`config.mk`:
```
export PLATFORM = sky130hd
export DESIGN_NAME = filled_circle_span_rasterizer_core_flat
export DESIGN_NICKNAME = d
export VERILOG_FILES = /design/src/rtl/fcsr_pkg.sv /design/src/rtl/fcsr_if.sv /design/src/rtl/filled_circle_span_rasterizer_core.sv /design/src/rtl/fcsr_ctrl.sv /design/src/rtl/fcsr_datapath.sv /design/src/flat_wrapper.sv
export SDC_FILE = /design/constraint.sdc
export NUM_CORES = 1
export LEC_CHECK = 0
export ABC_AREA = 1
export BUFFER_PORTS_ARGS = -buffer_cell sky130_fd_sc_hd__clkbuf_2
export CORE_MARGIN = 3
export CORE_UTILIZATION = 30
export DETAILED_ROUTE_END_ITERATION = 6
export PLACE_DENSITY = 0.46
export SYNTH_ARGS = -nofsm -noshare
export SYNTH_HDL_FRONTEND = slang
export SYNTH_SLANG_ARGS = --single-unit
```
`constraint.sdc`:
```
create_clock -name clk -period 10.3 [get_ports clk]
set_input_delay 1.545 -clock clk [delete_from_list [all_inputs] [get_ports clk]]
set_output_delay 1.545 -clock clk [all_outputs]
set_load 0.02 [all_outputs]
```
`src/rtl/fcsr_pkg.sv`:
```
// shared types, constants and function of the filled circle span rasterizer
package fcsr_pkg;

  localparam int MAX_RADIUS  = 31;
  localparam int COORD_W     = 13;
  localparam int COORD_EXT_W = COORD_W + 1;
  localparam int RADIUS_W    = 5;
  localparam int OFFSET_W    = RADIUS_W + 1;
  localparam int REM_W       = 2 * RADIUS_W;
  localparam int COLOR_W     = 32;
  localparam int SCREEN_W    = 12;
  localparam int PIX_W       = 11;
  localparam int CFG_INDEX_W = 1;
  localparam int CFG_DATA_W  = SCREEN_W;

  localparam logic [SCREEN_W-1:0] SCREEN_LIMIT = SCREEN_W'(2048);
  localparam logic [SCREEN_W-1:0] WIDTH_RESET  = SCREEN_W'(640);
  localparam logic [SCREEN_W-1:0] HEIGHT_RESET = SCREEN_W'(480);

  typedef enum logic [CFG_INDEX_W-1:0] {
    REG_SCREEN_WIDTH  = 1'b0,
    REG_SCREEN_HEIGHT = 1'b1
  } cfg_reg_t;

  typedef enum logic {
    ST_IDLE,
    ST_RUN
  } state_t;

  // controller to datapath
  typedef struct packed {
    logic load;   // capture a new circle, clear the row offset
    logic issue;  // push the current row offset into the span pipeline
  } ctrl_cmd_t;

  // datapath to controller
  typedef struct packed {
    logic last_offset;  // current row offset is the final one of the circle
    logic advance;      // span pipeline moves this cycle
  } dp_status_t;

  // floor square root, one result bit per step
  function automatic logic [RADIUS_W-1:0] isqrt(input logic [REM_W-1:0] n);
    logic [RADIUS_W-1:0] res;
    logic [RADIUS_W-1:0] trial;
    logic [REM_W-1:0]    sq;
    res = '0;
    for (int i = RADIUS_W - 1; i >= 0; i--) begin
      trial = res | (RADIUS_W'(1) << i);
      sq    = REM_W'(trial) * REM_W'(trial);
      if (sq <= n) begin
        res = trial;
      end
    end
    return res;
  endfunction

endpackage

```
`src/rtl/fcsr_if.sv`:
```
// channel interfaces: circle input, span output and configuration write
interface fcsr_in_if;
  logic                                valid;
  logic                                ready;
  logic signed [fcsr_pkg::COORD_W-1:0] center_x;
  logic signed [fcsr_pkg::COORD_W-1:0] center_y;
  logic [fcsr_pkg::RADIUS_W-1:0]       radius;
  logic [fcsr_pkg::COLOR_W-1:0]        fill_color;

  modport source (output valid, center_x, center_y, radius, fill_color, input ready);
  modport sink   (input valid, center_x, center_y, radius, fill_color, output ready);
endinterface

interface fcsr_out_if;
  logic                         valid;
  logic                         ready;
  logic [fcsr_pkg::PIX_W-1:0]   row;
  logic [fcsr_pkg::PIX_W-1:0]   x_first;
  logic [fcsr_pkg::PIX_W-1:0]   x_final;
  logic [fcsr_pkg::COLOR_W-1:0] pixel_value;
  logic                         visible;
  logic                         last;

  modport source (output valid, row, x_first, x_final, pixel_value, visible, last,
                  input ready);
  modport sink   (input valid, row, x_first, x_final, pixel_value, visible, last,
                  output ready);
endinterface

interface fcsr_cfg_if;
  logic                             valid;
  logic                             ready;
  logic [fcsr_pkg::CFG_INDEX_W-1:0] index;
  logic [fcsr_pkg::CFG_DATA_W-1:0]  data;

  modport source (output valid, index, data, input ready);
  modport sink   (input valid, index, data, output ready);
endinterface

```
`src/rtl/filled_circle_span_rasterizer_core.sv`:
```
// top level of the filled circle span rasterizer
//
// usage:
//   circle channel: one item is a circle (center_x, center_y, radius, fill_color)
//   span channel: 2*radius+1 items per circle, top row first, last set on the
//     bottom row; hidden spans carry visible = 0 and zero coordinates
//   cfg channel: index 0 writes screen_width, index 1 screen_height; always
//     ready, write only while no circle is in flight
// timing:
//   a circle is taken while the sequencer is idle, then one row offset enters the span
//   pipeline per cycle unless the span channel stalls; the next circle is taken right
//   after the last row is issued
//   the first span passes the circle registers, stage 1 (remaining square), stage 2
//   (square root) and stage 3 (clip into the output register) before it is valid
//   the square root is a 5-step compare over 10 bits in pipeline stage 2
// reset: sequencer idle, pipeline empty, screen back to 640 x 480
// stall: a low ready on the span channel while a span is valid freezes the whole
//   pipeline and the row walk of the sequencer; nothing is dropped or repeated
module filled_circle_span_rasterizer_core (
  input  logic       clk,
  input  logic       rst,
  fcsr_in_if.sink    circle,
  fcsr_out_if.source span,
  fcsr_cfg_if.sink   cfg
);

  fcsr_pkg::ctrl_cmd_t  cmd;
  fcsr_pkg::dp_status_t status;

  // configuration registers never back-pressure
  assign cfg.ready = 1'b1;

  // row sequencer
  fcsr_ctrl u_ctrl (
    .clk          (clk),
    .rst          (rst),
    .circle_valid (circle.valid),
    .circle_ready (circle.ready),
    .status       (status),
    .cmd          (cmd)
  );

  // circle registers, span pipeline and output register
  fcsr_datapath u_datapath (
    .clk         (clk),
    .rst         (rst),
    .cmd         (cmd),
    .status      (status),
    .center_x    (circle.center_x),
    .center_y    (circle.center_y),
    .radius      (circle.radius),
    .fill_color  (circle.fill_color),
    .cfg_write   (cfg.valid),
    .cfg_index   (cfg.index),
    .cfg_data    (cfg.data),
    .span_valid  (span.valid),
    .span_ready  (span.ready),
    .row         (span.row),
    .x_first     (span.x_first),
    .x_final     (span.x_final),
    .pixel_value (span.pixel_value),
    .visible     (span.visible),
    .last        (span.last)
  );

endmodule

```
`src/rtl/fcsr_ctrl.sv`:
```
// controller: walks the row offsets of one circle
module fcsr_ctrl (
  input  logic                 clk,
  input  logic                 rst,
  input  logic                 circle_valid,
  output logic                 circle_ready,
  input  fcsr_pkg::dp_status_t status,
  output fcsr_pkg::ctrl_cmd_t  cmd
);

  fcsr_pkg::state_t state;
  fcsr_pkg::state_t state_next;

  always_ff @(posedge clk) begin
    if (rst) begin
      state <= fcsr_pkg::ST_IDLE;
    end else begin
      state <= state_next;
    end
  end

  always_comb begin
    state_next   = state;
    circle_ready = 1'b0;
    cmd          = '0;
    case (state)
      fcsr_pkg::ST_IDLE: begin
        circle_ready = 1'b1;
        if (circle_valid) begin
          cmd.load   = 1'b1;
          state_next = fcsr_pkg::ST_RUN;
        end
      end
      fcsr_pkg::ST_RUN: begin
        cmd.issue = status.advance;
        if (status.advance && status.last_offset) begin
          state_next = fcsr_pkg::ST_IDLE;
        end
      end
      default: begin
        state_next = fcsr_pkg::ST_IDLE;
      end
    endcase
  end

endmodule

```
`src/rtl/fcsr_datapath.sv`:
```
// datapath: held circle, screen registers and three-stage span pipeline
module fcsr_datapath (
  input  logic                                clk,
  input  logic                                rst,
  input  fcsr_pkg::ctrl_cmd_t                 cmd,
  output fcsr_pkg::dp_status_t                status,
  input  logic signed [fcsr_pkg::COORD_W-1:0] center_x,
  input  logic signed [fcsr_pkg::COORD_W-1:0] center_y,
  input  logic [fcsr_pkg::RADIUS_W-1:0]       radius,
  input  logic [fcsr_pkg::COLOR_W-1:0]        fill_color,
  input  logic                                cfg_write,
  input  logic [fcsr_pkg::CFG_INDEX_W-1:0]    cfg_index,
  input  logic [fcsr_pkg::CFG_DATA_W-1:0]     cfg_data,
  output logic                                span_valid,
  input  logic                                span_ready,
  output logic [fcsr_pkg::PIX_W-1:0]          row,
  output logic [fcsr_pkg::PIX_W-1:0]          x_first,
  output logic [fcsr_pkg::PIX_W-1:0]          x_final,
  output logic [fcsr_pkg::COLOR_W-1:0]        pixel_value,
  output logic                                visible,
  output logic                                last
);

  // screen size registers
  logic [fcsr_pkg::SCREEN_W-1:0] screen_width;
  logic [fcsr_pkg::SCREEN_W-1:0] screen_height;

  always_ff @(posedge clk) begin
    if (rst) begin
      screen_width  <= fcsr_pkg::WIDTH_RESET;
      screen_height <= fcsr_pkg::HEIGHT_RESET;
    end else if (cfg_write) begin
      case (fcsr_pkg::cfg_reg_t'(cfg_index))
        fcsr_pkg::REG_SCREEN_WIDTH:  screen_width  <= cfg_data;
        fcsr_pkg::REG_SCREEN_HEIGHT: screen_height <= cfg_data;
        default: begin
        end
      endcase
    end
  end

  logic [fcsr_pkg::SCREEN_W-1:0] w_clip;
  logic [fcsr_pkg::SCREEN_W-1:0] h_clip;
  assign w_clip = (screen_width  > fcsr_pkg::SCREEN_LIMIT) ? fcsr_pkg::SCREEN_LIMIT
                                                           : screen_width;
  assign h_clip = (screen_height > fcsr_pkg::SCREEN_LIMIT) ? fcsr_pkg::SCREEN_LIMIT
                                                           : screen_height;

  // held circle and row offset counter
  logic signed [fcsr_pkg::COORD_W-1:0] held_center_x;
  logic signed [fcsr_pkg::COORD_W-1:0] held_center_y;
  logic [fcsr_pkg::RADIUS_W-1:0]       held_radius;
  logic [fcsr_pkg::COLOR_W-1:0]        held_color;
  logic [fcsr_pkg::OFFSET_W-1:0]       row_offset;

  always_ff @(posedge clk) begin
    if (cmd.load) begin
      held_center_x <= center_x;
      held_center_y <= center_y;
      held_radius   <= radius;
      held_color    <= fill_color;
    end
  end

  always_ff @(posedge clk) begin
    if (rst) begin
      row_offset <= '0;
    end else if (cmd.load) begin
      row_offset <= '0;
    end else if (cmd.issue) begin
      row_offset <= row_offset + fcsr_pkg::OFFSET_W'(1);
    end
  end

  logic advance;
  assign advance            = !span_valid || span_ready;
  assign status.advance     = advance;
  assign status.last_offset = (row_offset == {held_radius, 1'b0});

  // stage 1: remaining square and row
  logic [fcsr_pkg::OFFSET_W-1:0]           radius_ext;
  logic [fcsr_pkg::RADIUS_W-1:0]           abs_dy;
  logic signed [fcsr_pkg::OFFSET_W:0]      dy;
  logic [fcsr_pkg::REM_W-1:0]              rr;
  logic [fcsr_pkg::REM_W-1:0]              yy;

  assign radius_ext = {1'b0, held_radius};
  assign abs_dy = (row_offset >= radius_ext) ?
                  fcsr_pkg::RADIUS_W'(row_offset - radius_ext) :
                  fcsr_pkg::RADIUS_W'(radius_ext - row_offset);
  assign dy = $signed({1'b0, row_offset}) - $signed({2'b00, held_radius});
  assign rr = fcsr_pkg::REM_W'(held_radius) * fcsr_pkg::REM_W'(held_radius);
  assign yy = fcsr_pkg::REM_W'(abs_dy) * fcsr_pkg::REM_W'(abs_dy);

  logic                                    s1_valid;
  logic [fcsr_pkg::REM_W-1:0]              s1_rem;
  logic signed [fcsr_pkg::COORD_EXT_W-1:0] s1_py;
  logic signed [fcsr_pkg::COORD_W-1:0]     s1_cx;
  logic [fcsr_pkg::COLOR_W-1:0]            s1_color;
  logic                                    s1_last;

  always_ff @(posedge clk) begin
    if (rst) begin
      s1_valid <= 1'b0;
    end else if (advance) begin
      s1_valid <= cmd.issue;
    end
  end

  always_ff @(posedge clk) begin
    if (advance) begin
      s1_rem   <= rr - yy;
      s1_py    <= fcsr_pkg::COORD_EXT_W'(held_center_y) + fcsr_pkg::COORD_EXT_W'(dy);
      s1_cx    <= held_center_x;
      s1_color <= held_color;
      s1_last  <= status.last_offset;
    end
  end

  // stage 2: half-width and span ends
  logic [fcsr_pkg::RADIUS_W-1:0]           half;
  logic signed [fcsr_pkg::COORD_EXT_W-1:0] half_ext;
  logic signed [fcsr_pkg::COORD_EXT_W-1:0] cx_ext;

  assign half     = fcsr_pkg::isqrt(s1_rem);
  assign half_ext = $signed({{(fcsr_pkg::COORD_EXT_W - fcsr_pkg::RADIUS_W){1'b0}}, half});
  assign cx_ext   = fcsr_pkg::COORD_EXT_W'(s1_cx);

  logic                                    s2_valid;
  logic signed [fcsr_pkg::COORD_EXT_W-1:0] s2_py;
  logic signed [fcsr_pkg::COORD_EXT_W-1:0] s2_left;
  logic signed [fcsr_pkg::COORD_EXT_W-1:0] s2_right;
  logic [fcsr_pkg::COLOR_W-1:0]            s2_color;
  logic                                    s2_last;

  always_ff @(posedge clk) begin
    if (rst) begin
      s2_valid <= 1'b0;
    end else if (advance) begin
      s2_valid <= s1_valid;
    end
  end

  always_ff @(posedge clk) begin
    if (advance) begin
      s2_py    <= s1_py;
      s2_left  <= cx_ext - half_ext;
      s2_right <= cx_ext + half_ext;
      s2_color <= s1_color;
      s2_last  <= s1_last;
    end
  end

  // stage 3: clipping into the output register
  logic signed [fcsr_pkg::COORD_EXT_W-1:0] w_s;
  logic signed [fcsr_pkg::COORD_EXT_W-1:0] h_s;
  logic signed [fcsr_pkg::COORD_EXT_W-1:0] w_m1;
  logic                                    vis;
  logic signed [fcsr_pkg::COORD_EXT_W-1:0] left_c;
  logic signed [fcsr_pkg::COORD_EXT_W-1:0] right_c;

  assign w_s   = $signed({{(fcsr_pkg::COORD_EXT_W - fcsr_pkg::SCREEN_W){1'b0}}, w_clip});
  assign h_s   = $signed({{(fcsr_pkg::COORD_EXT_W - fcsr_pkg::SCREEN_W){1'b0}}, h_clip});
  assign w_m1  = w_s - fcsr_pkg::COORD_EXT_W'(1);
  assign vis   = (s2_py >= 0) && (s2_py < h_s) && (s2_right >= 0) && (s2_left < w_s);
  assign left_c  = (s2_left < 0) ? '0 : s2_left;
  assign right_c = (s2_right > w_m1) ? w_m1 : s2_right;

  always_ff @(posedge clk) begin
    if (rst) begin
      span_valid <= 1'b0;
    end else if (advance) begin
      span_valid <= s2_valid;
    end
  end

  always_ff @(posedge clk) begin
    if (advance) begin
      row         <= vis ? s2_py[fcsr_pkg::PIX_W-1:0]   : '0;
      x_first     <= vis ? left_c[fcsr_pkg::PIX_W-1:0]  : '0;
      x_final     <= vis ? right_c[fcsr_pkg::PIX_W-1:0] : '0;
      pixel_value <= s2_color;
      visible     <= vis;
      last        <= s2_last;
    end
  end

endmodule
```
`src/flat_wrapper.sv`:
```
// flat-port wrapper written by rule: the top's interface ports become plain ports
module filled_circle_span_rasterizer_core_flat 
  (clk, rst, circle_valid, circle_center_x, circle_center_y, circle_radius, circle_fill_color, circle_ready, span_valid, span_row, span_x_first, span_x_final, span_pixel_value, span_visible, span_last, span_ready, cfg_valid, cfg_index, cfg_data, cfg_ready);
  fcsr_in_if circle_i ();
  fcsr_out_if span_i ();
  fcsr_cfg_if cfg_i ();
  input  logic clk;
  input  logic rst;
  input wire logic [$bits(circle_i.valid)-1:0] circle_valid;
  input wire logic [$bits(circle_i.center_x)-1:0] circle_center_x;
  input wire logic [$bits(circle_i.center_y)-1:0] circle_center_y;
  input wire logic [$bits(circle_i.radius)-1:0] circle_radius;
  input wire logic [$bits(circle_i.fill_color)-1:0] circle_fill_color;
  output wire logic [$bits(circle_i.ready)-1:0] circle_ready;
  output wire logic [$bits(span_i.valid)-1:0] span_valid;
  output wire logic [$bits(span_i.row)-1:0] span_row;
  output wire logic [$bits(span_i.x_first)-1:0] span_x_first;
  output wire logic [$bits(span_i.x_final)-1:0] span_x_final;
  output wire logic [$bits(span_i.pixel_value)-1:0] span_pixel_value;
  output wire logic [$bits(span_i.visible)-1:0] span_visible;
  output wire logic [$bits(span_i.last)-1:0] span_last;
  input wire logic [$bits(span_i.ready)-1:0] span_ready;
  input wire logic [$bits(cfg_i.valid)-1:0] cfg_valid;
  input wire logic [$bits(cfg_i.index)-1:0] cfg_index;
  input wire logic [$bits(cfg_i.data)-1:0] cfg_data;
  output wire logic [$bits(cfg_i.ready)-1:0] cfg_ready;
  assign circle_i.valid = circle_valid;
  assign circle_i.center_x = circle_center_x;
  assign circle_i.center_y = circle_center_y;
  assign circle_i.radius = circle_radius;
  assign circle_i.fill_color = circle_fill_color;
  assign circle_ready = circle_i.ready;
  assign span_valid = span_i.valid;
  assign span_row = span_i.row;
  assign span_x_first = span_i.x_first;
  assign span_x_final = span_i.x_final;
  assign span_pixel_value = span_i.pixel_value;
  assign span_visible = span_i.visible;
  assign span_last = span_i.last;
  assign span_i.ready = span_ready;
  assign cfg_i.valid = cfg_valid;
  assign cfg_i.index = cfg_index;
  assign cfg_i.data = cfg_data;
  assign cfg_ready = cfg_i.ready;
  filled_circle_span_rasterizer_core u_core (.clk(clk), .rst(rst), .circle(circle_i), .span(span_i), .cfg(cfg_i));
endmodule
```
==> impl_metrics.py <==
metrics = {
    "outcome": {
        "status": "finished, final reports clean",
    },
    "die": {
        "start_util_pct": 30.57,
        "die_area_um2": 54310,
        "die_h_um": 233.0,
        "rows": 82,
        "coreArea_um2": 50580,
        "ioPinCount": 151,
        "die_w_um": 233.0,
    },
    "logic_synthesis": {
        "syn_area_um2": 15460,
        "synth-seq-cells": 308,
        "postSynthCellCount": 1345,
        "synth_seq_area_share_pct": 57.61,
        "ys.flop_type": "edfxtp_1",
        "syn-num-nets": 1604,
        "synth_top_cell_area_share_pct": 53.21,
        "synthArstFlopShare_pct": 0,
        "synth_area_leaders": "edfxtp_1 (53%), ha_1 (12%), nand2_1 (5.2%), inv_1 (4.8%), dfxtp_1 (4.4%)",
        "ys_warn_count": 0,
        "synth_area_leader_cell": "edfxtp_1",
        "synth_area_per_cell_um2": 11.50,
        "synth_edf_count": 274,
        "ys_types": 47,
    },
    "clocking": {
        "cts_tree": "yes",
        "cts_sinks": 308,
        "cts-root-buf": "clkbuf_16",
        "clock_path_buffers": 3,
        "htree_num_levels": 2,
        "numCtsBuffers": 37,
        "insertion_delay_ns": 0.54,
        "cts.clk_slew.worst_paths_ns": 0.06,
    },
    "grt": {
        "grt_use_total_pct": 12.29,
        "overflow": 0,
        "antenna_found_initial": 0,
        "grt_max_degree": 94,
        "first_global_vias": 9870,
        "grt_pass1_wl_um": 52410,
    },
    "sta": {
        "relSlewSlack_pct": 27.77,
        "rsz0062_at_grt": "true",
        "fin_ws_ns": 0.1921,
        "post-route-period-util_pct": 98.13,
        "drv_slew": 0,
        "fmax_ghz": 0.09893,
        "hold_ws_ns": 0.4133,
        "hold_viol_final": 0,
        "setup_viol": 0,
        "fin_skew_ns": 0.01667,
        "min_period_ns": 10.11,
        "tightestPinTransition_ns": 1.074,
    },
    "finish": {
        "seqCellArea_um2": 8909,
        "fillers": 5041,
        "n_antenna_cell": 0,
        "final_util_pct": 37.00,
        "area_growth_pct": 21.04,
        "design_area_um2": 18720,
        "drive_above_1_share_pct": 20.08,
        "fin_nets": 1809,
        "multi_input_area_um2": 6006,
    },
    "routing": {
        "remaining_drc_errors": 0,
        "wirelength_um": 32730,
        "ant_nets": 0,
        "via_per_inst": 4.281,
        "route.vias.total": 9636,
        "wl_per_cell_um": 14.54,
        "dr.pass1.iters": 4,
        "drtIter0Drc": 454,
    },
    "worst_setup_path": {
        "path_delay_family": "adder cells",
        "crit_type": "reg2reg",
        "crit_path_top_delay_cell": "fa_1",
        "crit_path_end_kind": "register",
        "cp.required_ns": 10.59,
        "cpPeakStageDelay_ns": 0.54,
        "r2r_cells": 64,
        "crit_path_frequent_cell": "ha_4",
        "cp-endpoint": "u_core.u_datapath.s2_left[12]$_DFFE_PN_",
        "r2r-end": "u_core.u_datapath.s2_left[12]$_DFFE_PN_",
        "crit_arrival_ns": 10.40,
        "crit_fanout": 4,
        "reg2reg_from": "u_core.u_datapath.s1_rem[8]$_DFFE_PN_",
        "startpoint": "u_core.u_datapath.s1_rem[8]$_DFFE_PN_",
        "critPathBufInv": 10,
        "r2r_setup_slack_ns": 0.19,
        "cp-start-kind": "register",
        "cp.depth": 64,
    },
    "placed_design": {
        "dpl-instance-area_um2": 17130,
        "io_buffers": 149,
        "place_ws_ns": -0.2127,
        "dp_hpwl_um": 24160,
        "place_congestion": 0.8045,
    },
    "run": {
        "drv_cap": 0,
    },
    "worst_hold_path": {
        "hp-class": "reg2reg",
    },
}
==> state kept, by name, summed over array words and instances, names as in the netlist, 5 cells and up <==
register / cells
u_core.u_datapath.held_color: 32
u_core.u_datapath.s2_color: 32
u_core.u_datapath.s1_color: 32
u_core.u_datapath.x_first: 11
u_core.u_datapath.s2_right: 13
u_core.u_datapath.s1_rem: 10
u_core.u_datapath.screen_height: 12
u_core.u_datapath.s1_cx: 13
u_core.u_datapath.held_center_y: 13
u_core.u_datapath.s2_left: 14
u_core.u_datapath.s1_py: 14
u_core.u_datapath.held_center_x: 13
u_core.u_datapath.x_final: 11
u_core.u_datapath.held_radius: 5
u_core.u_datapath.pixel_value: 32
u_core.u_datapath.row: 11
u_core.u_datapath.s2_py: 14
u_core.u_datapath.row_offset: 6
u_core.u_datapath.screen_width: 12
==> worst register-to-register path, delay by kind of cell (launching register included) <==
family,cells,cell delay [ns]
AND/OR/NAND/NOR,23,2.16
buffers and inverters,10,0.73
XOR/XNOR,5,0.72
AO/OA/AOI/OAI,10,1.25
flip-flops,1,0.43
adder cells (fa/ha/maj),16,4.55
==> cells in the mapped netlist, types with 3 or more instances <==
cell type	count
nand2_1	215
buf_6	7
o21bai_1	3
fa_1	32
nand4_1	13
nor3_1	11
inv_1	199
a21boi_0	4
nand3_1	39
edfxtp_1	274
o21ai_0	45
dfxtp_1	34
xor2_1	48
nor2_1	124
o211ai_1	4
o21ai_2	5
a21oi_1	64
nor4_1	4
o21ai_1	7
clkbuf_1	6
a31oi_1	4
xnor2_1	20
nand2_2	7
a21o_1	3
ha_1	146
==> worst min-delay path by stage <==
stage / from / end / slack, ns / depth (start not counted)
3_3_place_gp: u_core.u_datapath.s1_color[9]$_DFFE_PN_ / u_core.u_datapath.s2_color[9]$_DFFE_PN_ / 0.40 / 0
5_1_grt: u_core.u_datapath.held_color[28]$_DFFE_PP_ / u_core.u_datapath.s1_color[28]$_DFFE_PN_ / 0.42 / 0
6_report: u_core.u_datapath.s1_color[19]$_DFFE_PN_ / u_core.u_datapath.s2_color[19]$_DFFE_PN_ / 0.41 / 0
4_1_cts: u_core.u_datapath.held_center_x[6]$_DFFE_PP_ / u_core.u_datapath.s1_cx[6]$_DFFE_PN_ / 0.41 / 0
3_5_place_dp: u_core.u_datapath.s2_color[17]$_DFFE_PN_ / u_core.u_datapath.pixel_value[17]$_DFFE_PN_ / 0.40 / 0
2_1_floorplan: u_core.u_datapath.s2_last$_DFFE_PN_ / u_core.u_datapath.last$_DFFE_PN_ / 0.40 / 0
==> per-layer routing <==
layer	vias to the layer above	global-route usage, %	part of all wire, %
met5	-	0	0
met4	0	4.061	2.9
met3	58	2.742	3.8
met2	120	21.41	50
met1	4503	15.05	44
li1	4955	-	-
==> cells by family (layout without fill, tap and decap cells) <==
| kind of cell | after synthesis | count (layout) | share of synthesized area (%) |
|---|---|---|---|
| adders and majority gates | 178 | 178 | 15.96 |
| AOI/OAI and AO/OA | 147 | 147 | 5.292 |
| buffers and inverters | 217 | 451 | 5.640 |
| xor gates and xnor gates | 69 | 69 | 3.957 |
| and+or+nand+nor | 425 | 425 | 11.52 |
| DFF | 308 | 308 | 57.61 |
| other | 1 | 1 | 0.02425 |
==> placed cells by master (no fill, tap or decap), drive strengths merged <==
cell / instances
xor2: 48
nor3b: 1
a211o: 1
o21ai: 57
nand3b: 2
a21o: 3
a31oi: 4
bufinv: 2
fa: 32
o22ai: 1
nor2: 126
buf: 32
o211ai: 4
nand4: 14
xnor2: 21
clkbuf: 196
edfxtp: 274
o31ai: 2
clkinvlp: 3
nand2: 223
nand3: 41
a21oi: 64
ha: 146
dfxtp: 34
o21bai: 3
o221ai: 1
and3: 1
conb: 1
nor4: 4
nor3: 12
clkinv: 14
a21boi: 4
inv: 204
o2111ai: 2
a211oi: 1
or2: 1
==> area by class of cell <==
type	count	area share (%)
clock buffer	47	5.368
clock inverter	21	1.050
inverter	202	4.118
multi-input combinational	820	32.09
sequential	308	47.60
tap	672	4.492
timing repair buffer	181	5.288
==> metrics by stage <==
stage | setup TNS [ns] | cells
CTS | -0.02260 | 2242
floorplan | -0.008137 | 1345
global route | -2.531 | 2251
global placement | 0 | 2164
detailed placement | -0.4922 | 2164
finish | 0 | 2251
==> timing repair <==
item	4_1_cts	5_1_grt
buffers inserted	10	10
pin swaps	45	51
resized for setup	25	26
endpoints found under the setup margin	5	21
hold buffers	0	0
Power is left out: the tool's default activity adds up to more than one toggle a clock period on the data nets, which glitch-free logic cannot reach.
